<file path="config.mk">
export PLATFORM = sky130hd
export DESIGN_NAME = pressure_pump_controller_flat
export DESIGN_NICKNAME = d
export VERILOG_FILES = /design/src/hdl/ppc_pkg.sv /design/src/hdl/ppc_in_if.sv /design/src/hdl/ppc_out_if.sv /design/src/hdl/pressure_pump_controller.sv /design/src/hdl/ppc_cfg.sv /design/src/hdl/ppc_ctrl.sv /design/src/hdl/ppc_dp.sv /design/src/flat_wrapper.sv
export SDC_FILE = /design/constraint.sdc
export NUM_CORES = 2
export LEC_CHECK = 0
export ABC_AREA = 0
export BUFFER_PORTS_ARGS = -buffer_cell sky130_fd_sc_hd__buf_2
export CAP_MARGIN = 20
export CORE_MARGIN = 4
export CORE_UTILIZATION = 45
export DETAILED_ROUTE_END_ITERATION = 10
export GPL_TIMING_DRIVEN = 1
export HOLD_SLACK_MARGIN = 0.15
export MAX_ROUTING_LAYER = met4
export SLEW_MARGIN = 20
export SYNTH_ARGS = -nofsm -noshare
export SYNTH_HDL_FRONTEND = slang
export SYNTH_SLANG_ARGS = --single-unit
</file>
<file path="constraint.sdc">
create_clock -name clk_i -period 9.9 [get_ports clk_i]
set_input_delay 0.495 -clock clk_i [delete_from_list [all_inputs] [get_ports clk_i]]
set_output_delay 0.495 -clock clk_i [all_outputs]
set_load 0.02 [all_outputs]
</file>
<file path="src/hdl/ppc_pkg.sv">
// Shared types, register indexes and constants of the pressure pump controller.
package ppc_pkg;

  localparam int unsigned CfgIndexWidth = 3;
  localparam int unsigned CfgDataWidth  = 32;

  localparam logic [CfgIndexWidth-1:0] REG_SENSOR_HIGH  = 3'd0;
  localparam logic [CfgIndexWidth-1:0] REG_SENSOR_LOW   = 3'd1;
  localparam logic [CfgIndexWidth-1:0] REG_START_PRESS  = 3'd2;
  localparam logic [CfgIndexWidth-1:0] REG_STOP_PRESS   = 3'd3;
  localparam logic [CfgIndexWidth-1:0] REG_MIN_RISE     = 3'd4;
  localparam logic [CfgIndexWidth-1:0] REG_RISE_TIMEOUT = 3'd5;
  localparam logic [CfgIndexWidth-1:0] REG_TICKS_PER_S  = 3'd6;

  localparam logic [11:0]        SENSOR_HIGH_RST  = 12'd3827;
  localparam logic [11:0]        SENSOR_LOW_RST   = 12'd379;
  localparam logic signed [14:0] START_PRESS_RST  = 15'sd1000;
  localparam logic signed [14:0] STOP_PRESS_RST   = 15'sd2000;
  localparam logic [9:0]         MIN_RISE_RST     = 10'd50;
  localparam logic [31:0]        RISE_TIMEOUT_RST = 32'd72000000;
  localparam logic [31:0]        TICKS_PER_S_RST  = 32'd72000000;

  // Sensor counts to millibar: mbar = (adc * 1049 >> 8) - 1724.
  localparam logic [10:0]        MBAR_GAIN   = 11'd1049;
  localparam logic signed [15:0] MBAR_OFFSET = 16'sd1724;

  localparam int unsigned FLAG_OVER  = 0;
  localparam int unsigned FLAG_BREAK = 1;
  localparam int unsigned FLAG_SLOW  = 2;

  typedef struct packed {
    logic [11:0]        sensor_high;
    logic [11:0]        sensor_low;
    logic signed [14:0] start_press;
    logic signed [14:0] stop_press;
    logic [9:0]         min_rise;
    logic [31:0]        rise_timeout;
    logic [31:0]        ticks_per_s;
  } cfg_t;

  typedef struct packed {
    logic load;
    logic conv;
    logic mul;
    logic commit;
  } dp_cmd_t;

  typedef struct packed {
    logic out_busy;
  } dp_stat_t;

endpackage

</file>
<file path="src/hdl/ppc_in_if.sv">
// Sample channel: valid/ready handshake with sensor reading and timestamp.
interface ppc_in_if;
  logic        valid;
  logic        ready;
  logic [11:0] adc_sample;
  logic [31:0] time_ticks;

  modport source (output valid, output adc_sample, output time_ticks, input ready);
  modport sink   (input valid, input adc_sample, input time_ticks, output ready);
endinterface

</file>
<file path="src/hdl/ppc_out_if.sv">
// Result channel: valid/ready handshake with pump drive, faults and pressure.
interface ppc_out_if;
  logic               valid;
  logic               ready;
  logic               pump_drive;
  logic [2:0]         fault_flags;
  logic signed [14:0] pressure_mbar;

  modport source (output valid, output pump_drive, output fault_flags,
                  output pressure_mbar, input ready);
  modport sink   (input valid, input pump_drive, input fault_flags,
                  input pressure_mbar, output ready);
endinterface

</file>
<file path="src/hdl/pressure_pump_controller.sv">
// A result beat is registered once the sequencer has stepped its sample through
// the convert, multiply and commit states; no new sample is taken before that
// commit, and commit waits while an older result beat is unread.
// Reset: asynchronous, active low; pump run state off, no faults, stored pressure and times
// zero, configuration registers back to their defaults.
module pressure_pump_controller (
  input  logic                               clk_i,
  input  logic                               rst_ni,
  input  logic                               cfg_we_i,
  input  logic [ppc_pkg::CfgIndexWidth-1:0]  cfg_index_i,
  input  logic [ppc_pkg::CfgDataWidth-1:0]   cfg_data_i,
  ppc_in_if.sink                             sample_i,
  ppc_out_if.source                          result_o
);
  import ppc_pkg::*;

  cfg_t     cfg;
  dp_cmd_t  cmd;
  dp_stat_t stat;

  ppc_cfg u_cfg (
    .clk_i       (clk_i),
    .rst_ni      (rst_ni),
    .cfg_we_i    (cfg_we_i),
    .cfg_index_i (cfg_index_i),
    .cfg_data_i  (cfg_data_i),
    .cfg_o       (cfg)
  );

  ppc_ctrl u_ctrl (
    .clk_i      (clk_i),
    .rst_ni     (rst_ni),
    .in_valid_i (sample_i.valid),
    .in_ready_o (sample_i.ready),
    .stat_i     (stat),
    .cmd_o      (cmd)
  );

  ppc_dp u_dp (
    .clk_i           (clk_i),
    .rst_ni          (rst_ni),
    .cfg_i           (cfg),
    .cmd_i           (cmd),
    .stat_o          (stat),
    .adc_sample_i    (sample_i.adc_sample),
    .time_ticks_i    (sample_i.time_ticks),
    .out_valid_o     (result_o.valid),
    .out_ready_i     (result_o.ready),
    .pump_drive_o    (result_o.pump_drive),
    .fault_flags_o   (result_o.fault_flags),
    .pressure_mbar_o (result_o.pressure_mbar)
  );

endmodule

</file>
<file path="src/hdl/ppc_cfg.sv">
// Configuration register bank with reset defaults.
module ppc_cfg (
  input  logic                               clk_i,
  input  logic                               rst_ni,
  input  logic                               cfg_we_i,
  input  logic [ppc_pkg::CfgIndexWidth-1:0]  cfg_index_i,
  input  logic [ppc_pkg::CfgDataWidth-1:0]   cfg_data_i,
  output ppc_pkg::cfg_t                      cfg_o
);
  import ppc_pkg::*;

  cfg_t cfg_q, cfg_d;

  always_comb begin
    cfg_d = cfg_q;
    if (cfg_we_i) begin
      unique case (cfg_index_i)
        REG_SENSOR_HIGH:  cfg_d.sensor_high  = cfg_data_i[11:0];
        REG_SENSOR_LOW:   cfg_d.sensor_low   = cfg_data_i[11:0];
        REG_START_PRESS:  cfg_d.start_press  = signed'(cfg_data_i[14:0]);
        REG_STOP_PRESS:   cfg_d.stop_press   = signed'(cfg_data_i[14:0]);
        REG_MIN_RISE:     cfg_d.min_rise     = cfg_data_i[9:0];
        REG_RISE_TIMEOUT: cfg_d.rise_timeout = cfg_data_i;
        REG_TICKS_PER_S:  cfg_d.ticks_per_s  = cfg_data_i;
        default:          cfg_d = cfg_q;
      endcase
    end
  end

  always_ff @(posedge clk_i or negedge rst_ni) begin
    if (!rst_ni) begin
      cfg_q.sensor_high  <= SENSOR_HIGH_RST;
      cfg_q.sensor_low   <= SENSOR_LOW_RST;
      cfg_q.start_press  <= START_PRESS_RST;
      cfg_q.stop_press   <= STOP_PRESS_RST;
      cfg_q.min_rise     <= MIN_RISE_RST;
      cfg_q.rise_timeout <= RISE_TIMEOUT_RST;
      cfg_q.ticks_per_s  <= TICKS_PER_S_RST;
    end else begin
      cfg_q <= cfg_d;
    end
  end

  assign cfg_o = cfg_q;

endmodule

</file>
<file path="src/hdl/ppc_ctrl.sv">
// Sequencer that steps one sample through convert, multiply and commit.
module ppc_ctrl (
  input  logic               clk_i,
  input  logic               rst_ni,
  input  logic               in_valid_i,
  output logic               in_ready_o,
  input  ppc_pkg::dp_stat_t  stat_i,
  output ppc_pkg::dp_cmd_t   cmd_o
);
  import ppc_pkg::*;

  localparam logic [1:0] ST_IDLE = 2'd0;
  localparam logic [1:0] ST_CONV = 2'd1;
  localparam logic [1:0] ST_MUL  = 2'd2;
  localparam logic [1:0] ST_DONE = 2'd3;

  logic [1:0] state_q, state_d;

  always_comb begin
    state_d = state_q;
    cmd_o   = '0;
    unique case (state_q)
      ST_IDLE: begin
        if (in_valid_i) begin
          cmd_o.load = 1'b1;
          state_d    = ST_CONV;
        end
      end
      ST_CONV: begin
        cmd_o.conv = 1'b1;
        state_d    = ST_MUL;
      end
      ST_MUL: begin
        cmd_o.mul = 1'b1;
        state_d   = ST_DONE;
      end
      ST_DONE: begin
        // Hold here while the previous result beat is still waiting.
        if (!stat_i.out_busy) begin
          cmd_o.commit = 1'b1;
          state_d      = ST_IDLE;
        end
      end
      default: state_d = ST_IDLE;
    endcase
  end

  always_ff @(posedge clk_i or negedge rst_ni) begin
    if (!rst_ni) begin
      state_q <= ST_IDLE;
    end else begin
      state_q <= state_d;
    end
  end

  assign in_ready_o = (state_q == ST_IDLE);

endmodule

</file>
<file path="src/hdl/ppc_dp.sv">
// Datapath: pressure conversion, rise-rate products, fault and pump state.
module ppc_dp (
  input  logic                clk_i,
  input  logic                rst_ni,
  input  ppc_pkg::cfg_t       cfg_i,
  input  ppc_pkg::dp_cmd_t    cmd_i,
  output ppc_pkg::dp_stat_t   stat_o,
  input  logic [11:0]         adc_sample_i,
  input  logic [31:0]         time_ticks_i,
  output logic                out_valid_o,
  input  logic                out_ready_i,
  output logic                pump_drive_o,
  output logic [2:0]          fault_flags_o,
  output logic signed [14:0]  pressure_mbar_o
);
  import ppc_pkg::*;

  // Sample capture and intermediate results.
  logic [11:0]        adc_q;
  logic [31:0]        time_q;
  logic               over_q, brk_q;
  logic signed [15:0] press_q;
  logic signed [16:0] diff_q;
  logic [31:0]        dt_q, elapsed_q;
  logic signed [49:0] lhs_q;
  logic [41:0]        rhs_q;
  logic               late_q;

  // Controller state.
  logic signed [15:0] last_press_q, last_press_d;
  logic [31:0]        last_time_q, last_time_d;
  logic [31:0]        start_time_q, start_time_d;
  logic               running_q, running_d;
  logic [2:0]         faults_q, faults_d;

  // Result register.
  logic               out_valid_q;
  logic               out_pump_q;
  logic [2:0]         out_flags_q;
  logic signed [14:0] out_press_q;

  logic [22:0]        prod;
  logic signed [15:0] press_c;
  logic               slow;

  assign prod    = 23'(adc_q) * 23'(MBAR_GAIN);
  assign press_c = signed'({1'b0, prod[22:8]}) - MBAR_OFFSET;

  always_ff @(posedge clk_i) begin
    if (cmd_i.load) begin
      adc_q  <= adc_sample_i;
      time_q <= time_ticks_i;
    end
    if (cmd_i.conv) begin
      over_q    <= adc_q > cfg_i.sensor_high;
      brk_q     <= adc_q < cfg_i.sensor_low;
      press_q   <= press_c;
      diff_q    <= 17'(press_c) - 17'(last_press_q);
      dt_q      <= time_q - last_time_q;
      elapsed_q <= time_q - start_time_q;
    end
    if (cmd_i.mul) begin
      lhs_q  <= 50'(diff_q) * signed'(50'(cfg_i.ticks_per_s));
      rhs_q  <= 42'(cfg_i.min_rise) * 42'(dt_q);
      late_q <= elapsed_q > cfg_i.rise_timeout;
    end
  end

  assign slow = running_q && (lhs_q < signed'(50'(rhs_q))) && late_q;

  always_comb begin
    last_press_d = last_press_q;
    last_time_d  = last_time_q;
    start_time_d = start_time_q;
    running_d    = running_q;
    faults_d     = faults_q;
    if (cmd_i.commit) begin
      priority if (over_q) begin
        faults_d[FLAG_OVER] = 1'b1;
      end else if (brk_q) begin
        faults_d[FLAG_BREAK] = 1'b1;
      end else begin
        faults_d[FLAG_OVER]  = 1'b0;
        faults_d[FLAG_BREAK] = 1'b0;
        if (slow) begin
          faults_d[FLAG_SLOW] = 1'b1;
        end else begin
          last_press_d = press_q;
          last_time_d  = time_q;
        end
      end
      if (faults_d != '0) begin
        running_d = 1'b0;
      end else begin
        if ((last_press_d < 16'(cfg_i.start_press)) && !running_d) begin
          running_d    = 1'b1;
          start_time_d = time_q;
        end
        if ((last_press_d > 16'(cfg_i.stop_press)) && running_d) begin
          running_d = 1'b0;
        end
      end
    end
  end

  always_ff @(posedge clk_i or negedge rst_ni) begin
    if (!rst_ni) begin
      last_press_q <= '0;
      last_time_q  <= '0;
      start_time_q <= '0;
      running_q    <= 1'b0;
      faults_q     <= '0;
      out_valid_q  <= 1'b0;
    end else begin
      last_press_q <= last_press_d;
      last_time_q  <= last_time_d;
      start_time_q <= start_time_d;
      running_q    <= running_d;
      faults_q     <= faults_d;
      if (cmd_i.commit) begin
        out_valid_q <= 1'b1;
      end else if (out_ready_i) begin
        out_valid_q <= 1'b0;
      end
    end
  end

  always_ff @(posedge clk_i) begin
    if (cmd_i.commit) begin
      out_pump_q  <= running_d;
      out_flags_q <= faults_d;
      out_press_q <= last_press_d[14:0];
    end
  end

  assign stat_o.out_busy = out_valid_q && !out_ready_i;
  assign out_valid_o     = out_valid_q;
  assign pump_drive_o    = out_pump_q;
  assign fault_flags_o   = out_flags_q;
  assign pressure_mbar_o = out_press_q;

endmodule

</file>
<file path="src/flat_wrapper.sv">
// flat-port wrapper written by rule: the top's interface ports become plain ports
module pressure_pump_controller_flat import ppc_pkg::*;
  (clk_i, rst_ni, cfg_we_i, cfg_index_i, cfg_data_i, sample_i_valid, sample_i_adc_sample, sample_i_time_ticks, sample_i_ready, result_o_valid, result_o_pump_drive, result_o_fault_flags, result_o_pressure_mbar, result_o_ready);
  ppc_in_if sample_i_i ();
  ppc_out_if result_o_i ();
  input  logic clk_i;
  input  logic rst_ni;
  input  logic cfg_we_i;
  input  logic [ppc_pkg::CfgIndexWidth-1:0] cfg_index_i;
  input  logic [ppc_pkg::CfgDataWidth-1:0] cfg_data_i;
  input wire logic [$bits(sample_i_i.valid)-1:0] sample_i_valid;
  input wire logic [$bits(sample_i_i.adc_sample)-1:0] sample_i_adc_sample;
  input wire logic [$bits(sample_i_i.time_ticks)-1:0] sample_i_time_ticks;
  output wire logic [$bits(sample_i_i.ready)-1:0] sample_i_ready;
  output wire logic [$bits(result_o_i.valid)-1:0] result_o_valid;
  output wire logic [$bits(result_o_i.pump_drive)-1:0] result_o_pump_drive;
  output wire logic [$bits(result_o_i.fault_flags)-1:0] result_o_fault_flags;
  output wire logic [$bits(result_o_i.pressure_mbar)-1:0] result_o_pressure_mbar;
  input wire logic [$bits(result_o_i.ready)-1:0] result_o_ready;
  assign sample_i_i.valid = sample_i_valid;
  assign sample_i_i.adc_sample = sample_i_adc_sample;
  assign sample_i_i.time_ticks = sample_i_time_ticks;
  assign sample_i_ready = sample_i_i.ready;
  assign result_o_valid = result_o_i.valid;
  assign result_o_pump_drive = result_o_i.pump_drive;
  assign result_o_fault_flags = result_o_i.fault_flags;
  assign result_o_pressure_mbar = result_o_i.pressure_mbar;
  assign result_o_i.ready = result_o_ready;
  pressure_pump_controller u_core (.clk_i(clk_i), .rst_ni(rst_ni), .cfg_we_i(cfg_we_i), .cfg_index_i(cfg_index_i), .cfg_data_i(cfg_data_i), .sample_i(sample_i_i), .result_o(result_o_i));
endmodule
</file>
Yosys cells after proc, flatten, opt, wreduce, memory -nomap -nowiden
Cells that the tools add are included.
{ "totals": {"reg_bits": 470, "wordCells": 109, "output_inout_bits": 21, "input_bits": 84} }
{ "classes": {"n_bitwise": 4, "magnitude_cmp": 6, "mul": 3, "n_addsub": 4, "eq_ne": 11, "muxes": 31, "reduce_logical": 21} }
{ "ops": {"columns": ["op", "n"], "rows": [
  ["2-to-1 mux 16 bit", 4],
  ["subtractor 32 bit", 2],
  ["less-than comparator 50 x 43 -> 1 bit", 1],
  ["multiplier 17 x 33 -> 50 bit", 1],
  ["multiplier 10 x 32 -> 42 bit", 1],
  ["> comparator 32 bit", 1],
  ["multiplier 12 x 11 -> 23 bit (second input constant)", 1],
  ["2-to-1 mux 1 bit", 20],
  ["subtractor 16 x 16 -> 17 bit", 1],
  ["> comparator 16 x 15 -> 1 bit", 1],
  ["less-than comparator 16 x 15 -> 1 bit", 1],
  ["AND reduction 2 bit", 8],
  ["subtractor 15 x 11 -> 16 bit (second input constant)", 1],
  ["2-to-1 mux 15 bit", 1],
  ["> comparator 12 bit", 1],
  ["less-than comparator 12 bit", 1],
  ["== test 3 bit (second input constant)", 3],
  ["2-to-1 mux 2 bit", 4],
  ["one-hot mux 2 bit (4 select lines)", 1],
  ["== test 3 x 2 -> 1 bit (second input constant)", 2],
  ["logical AND 1 bit", 5],
  ["== test 2 bit (second input constant)", 2],
  ["!= test 2 bit (second input constant)", 2],
  ["inverter 1 bit", 4],
  ["10 further kinds", 11]
]} }

Longest topological paths before layout
{ "logic_depth": {"ltp_word": 16, "ltp_mapped": 28, "depth_no_buf": 28} }

By module
Synthesis repeated with hierarchy kept, for this count alone.
{ "hier_totals": {"hier_cells": 5140, "hier_area_um2": 52242.6} }
{ "by_module_without_submodules": {"columns": ["mod", "n_inst", "area_each_um2", "cells_each", "seq_area_each_um2"], "rows": [
  ["ppc_dp", 1, 47215.3, 4847, 9784.4],
  ["ppc_cfg", 1, 4857.2, 276, 3259.4],
  ["ppc_ctrl", 1, 170.2, 17, 50.0]
]} }

Worst setup path after synthesis
OpenSTA, ideal clock, no wires.
{ "synth_path": {"path_kind": "register -> register", "startpoint": "register u_core.u_cfg.cfg_q, in the netlist u_core.u_cfg.cfg_o[13]", "endpoint": "register u_core.u_dp.lhs_q[43] (data pin)", "required_ps": 9641, "stages_incl_launch_ff": 26, "t_arrival_ps": 6676, "setup_slack_ps": 2965, "path_buffers": 2, "synth_period_minus_slack_ps": 6935, "setup_time_ps": 259, "path_cell_list": "dfstp_2 > clkbuf_1 > clkbuf_1 > nand2_1 > fa_1 > inv_1 > fa_1 > inv_1 > fa_1 > inv_1 > fa_1 > fa_1 > inv_1 > fa_1 > inv_1 > ha_1 > a21oi_1 > o21ai_0 > a2111oi_2 > a211oi_1 > o41ai_2 > a21boi_0 > o211a_1 > o31ai_4 > mux2i_1 > nor4_1"} }
{ "synth_via": {"elab_chain_len": 1} }
{ "synth_lines": {"columns": ["element", "line_no", "text"], "rows": [
  ["start: declaration", "ppc_cfg.sv:12", "cfg_t cfg_q, cfg_d;"],
  ["start signal: assignment", "ppc_cfg.sv:40", "cfg_q <= cfg_d;"],
  ["multiplier 17 x 33 -> 50 bit", "ppc_dp.sv:63", "lhs_q <= 50'(diff_q) * signed'(50'(cfg_i.ticks_per_s));"],
  ["end signal: assignment", "ppc_dp.sv:63", null],
  ["end: declaration", "ppc_dp.sv:25", "logic signed [49:0] lhs_q;"]
]} }
No other way between the ends.
A chain may end at the register's enable or synchronous reset.

Worst setup path after layout
{ "layout_path": {"startpoint": "register u_core.u_dp.diff_q[16]", "endpoint": "register u_core.u_dp.lhs_q[43] (data pin)"} }
{ "layout_via": {"elab_chain_len": 1} }
{ "layout_lines": {"columns": ["element", "line_no", "text"], "rows": [
  ["start: declaration", "ppc_dp.sv:23", "logic signed [16:0] diff_q;"],
  ["start signal: assignment", "ppc_dp.sv:58", "diff_q <= 17'(press_c) - 17'(last_press_q);"],
  ["multiplier 17 x 33 -> 50 bit", "ppc_dp.sv:63", null]
]} }
No other way between the ends.

==> flow_summary.ini <==
[outcome]
status = complete, no violations

[route]
first_iter_violations = 2259
first_pass_iters = 5
wl_um = 133000
viasPerCell = 5.27
ant_nets = 0
post-route-drc-count = 0
vias = 37000
wire_per_inst_um = 18.9

[sta]
slew_viol_final = 0
post-route-min-period_ps = 7960
rsz0062_at_grt = no
fin_skew_ps = 64.1
finalSetupTns_ps = 0
tightestPinTransition_ps = 1040
layout_setup_ws_ps = 1940
finalCritPeriodShare = 0.804
setup_viol = 0
fmaxAchievable_mhz = 126
relSlewSlack = 0.305
finalHoldViolCount = 0

[min_path]
worstHoldPathType = in2reg
min_path_cells = 2
hold_end = u_core.u_cfg.cfg_o[56]
hp-start = cfg_data_i[24]

[logic_synthesis]
synth_edf_count = 255
ys_ff_latch = 470
async_reset_ff_frac = 0.457
yosysUniqueCellTypes = 85
syn_area_per_cell_um2 = 9.82
yosysWarnings = 0
synth_cells = 5365
synth_area_um2 = 52700
synth-seq-area-share = 0.248
syn-num-nets = 6657
synth_flop_cell = edfxtp_1

[clock_network]
cts_root_buf = clkbuf_16
htree_levels = 2
cts_tree = done
ctsResizeCount = 0
clk_pin_slew_ps = 60
clk_latency_ps = 690
cts_made_buffers = 56
clock_path_buffers = 3
clock_sinks = 470

[final_layout]
instances_no_fill = 7019
syn_to_final_growth_pct = 8.99
layout.nets = 6736
layout-drive-gt1-share = 0.0847

[setup_path]
cp.arrival_ps = 8420
worstRegToRegCells = 21
critPathKind = reg2reg
end_kind = flip-flop
crit_required_ps = 10370
rr_startpoint = u_core.u_dp.diff_q[16]
timing.critical_path.from = u_core.u_dp.diff_q[16]
rrSetupSlack_ps = 1940
path_max_fanout = 20
cp-start-kind = flip-flop
timing.rr.end = u_core.u_dp.lhs_q[43]

[global_routing]
grt_usage = 0.229
antenna_found_initial = 4
grt_pass1_vias = 38900
grt_start_max_net_pins = 96
grt_overflow = 0
grt_pass1_wl_um = 214000

[floorplanning]
io_pins = 105
die_h_um = 350
die-area_um2 = 123000
die_w_um = 350
core_region_area_um2 = 116000
rows = 125
start_util = 0.454

[placement]
dpl.cell_count = 6841
gp_congestion = 0.905
dp_slack_ps = 1930
numPortBuffers = 104
dpl.hpwl_um = 103000

[run]
max_cap_viol_count = 0
==> registers in the layout, indices dropped and copies added (netlist names) <==
name / cells
u_core.u_cfg.cfg_o: 128
u_core.u_ctrl.state_q: 2
u_core.u_dp.adc_q: 12
u_core.u_dp.brk_q: 1
u_core.u_dp.diff_q: 17
u_core.u_dp.dt_q: 32
u_core.u_dp.elapsed_q: 32
u_core.u_dp.fault_flags_o: 3
u_core.u_dp.faults_q: 3
u_core.u_dp.last_press_q: 16
u_core.u_dp.last_time_q: 32
u_core.u_dp.late_q: 1
u_core.u_dp.lhs_q: 50
u_core.u_dp.out_valid_o: 1
u_core.u_dp.over_q: 1
u_core.u_dp.press_q: 16
u_core.u_dp.pressure_mbar_o: 15
u_core.u_dp.pump_drive_o: 1
u_core.u_dp.rhs_q: 42
u_core.u_dp.running_q: 1
u_core.u_dp.start_time_q: 32
u_core.u_dp.time_q: 32
==> per-layer routing <==
| layer | track usage | vias to the layer above | wire [um] |
|---|---|---|---|
| li1 | - | 17200 | - |
| met1 | 0.302 | 18800 | 58700 |
| met2 | 0.381 | 859 | 64500 |
| met3 | 0.0283 | 189 | 6730 |
| met4 | 0.0518 | 0 | 3070 |
| met5 | - | - | 0 |
==> layout make-up <==
cell class / instances / area [um2]
flip-flops and latches: 470 / 13100
multi-input cells: 3648 / 35000
diodes: 4 / 10.0
well taps: 1524 / 1910
clock inverters: 26 / 299
inverters: 1039 / 3900
fillers: 10800 / 58800
repair buffers: 229 / 1650
clock buffers: 79 / 1620
==> synth_stat cells (41+ instances only) <==
cell type  instances  area [um2]
clkbuf_1         196         736
o21ai_0          194         971
nand3_1           53         265
nor2_1           124         465
xnor2_1          117        1020
a21oi_1          170         851
a21o_1           114         856
mux2_2            98        1100
dfrtp_1          170        4250
nand2b_1          54         338
and2_1           341        2130
nand2_1          691        2590
fa_1             702       14100
xor2_1            41         359
edfxtp_1         255        7660
inv_1           1037        3890
ha_1             506        6330
dfstp_2           45        1180
==> kinds of logic (layout without fill, tap and decap cells) <==
kind of cell,Yosys count,count (layout),share of synthesized area
xor+xnor,158,158,0.0263
mux,138,138,0.0314
flops,470,470,0.248
buf+inv,1247,1373,0.0892
fa+ha+maj,1208,1208,0.387
other cells,0,4,0
compound gates,689,689,0.0845
simple gates,1455,1455,0.133
==> placed cells by master, fill, tap and decap left out, types with 34 or more instances in the layout <==
cell	n
a21o_1	114
a21oi_1	170
and2_1	340
buf_2	104
buf_4	54
clkbuf_16	58
dfrtp_1	170
dfstp_2	45
dlygate4sd3_1	68
edfxtp_1	255
fa_1	702
ha_1	504
inv_1	1037
mux2_2	98
nand2_1	691
nand2b_1	54
nand3_1	53
nand4_1	34
nor2_1	124
nor2b_1	36
nor3_1	35
o21ai_0	194
xnor2_1	117
xor2_1	41
==> critical path: stages, from the launching register on <==
cell and delay, ps:
edfxtp_1 650, inv_1 750, nor2_1 170, fa_1 540, fa_1 520, fa_1 520
fa_1 520, fa_1 570, inv_1 60, fa_1 550, inv_1 50, ha_1 370
a21oi_1 170, o21ai_0 170, a2111oi_2 380, a211oi_1 190, o41ai_2 430, a21boi_0 200
o211a_1 280, o31ai_4 300, mux2i_1 110, nor4_1 270
==> worst max-delay path by stage <==
stage	cells past startpoint	slack, ps	to
after floorplan	25	2970	u_core.u_dp.lhs_q[43]
after global placement	21	2090	u_core.u_dp.lhs_q[43]
after detailed placement	21	1930	u_core.u_dp.lhs_q[43]
after CTS	21	1950	u_core.u_dp.lhs_q[43]
after global routing	21	1410	u_core.u_dp.lhs_q[48]
final	21	1940	u_core.u_dp.lhs_q[43]
==> stage by stage <==
| stage | area [um2] | util | hold WS [ps] |
|---|---|---|---|
| after floorplan | 52700 | - | 199 |
| after CTS | 57400 | 0.494 | 153 |
| after global placement | 54800 | 0.472 | 459 |
| after detailed placement | 54800 | 0.472 | 482 |
| final | 57400 | 0.494 | 188 |
| after global routing | 57400 | 0.494 | 159 |
==> what timing repair did <==
item | in CTS | in global routing
hold buffers | 68 | 0
hold endpoints to repair | 147 | 0
buffers inserted | 0 | 0
setup endpoints to repair | 0 | 0
Power is not shown: default switching activity piles up to over one toggle a cycle in this logic, so the estimate is an artifact.
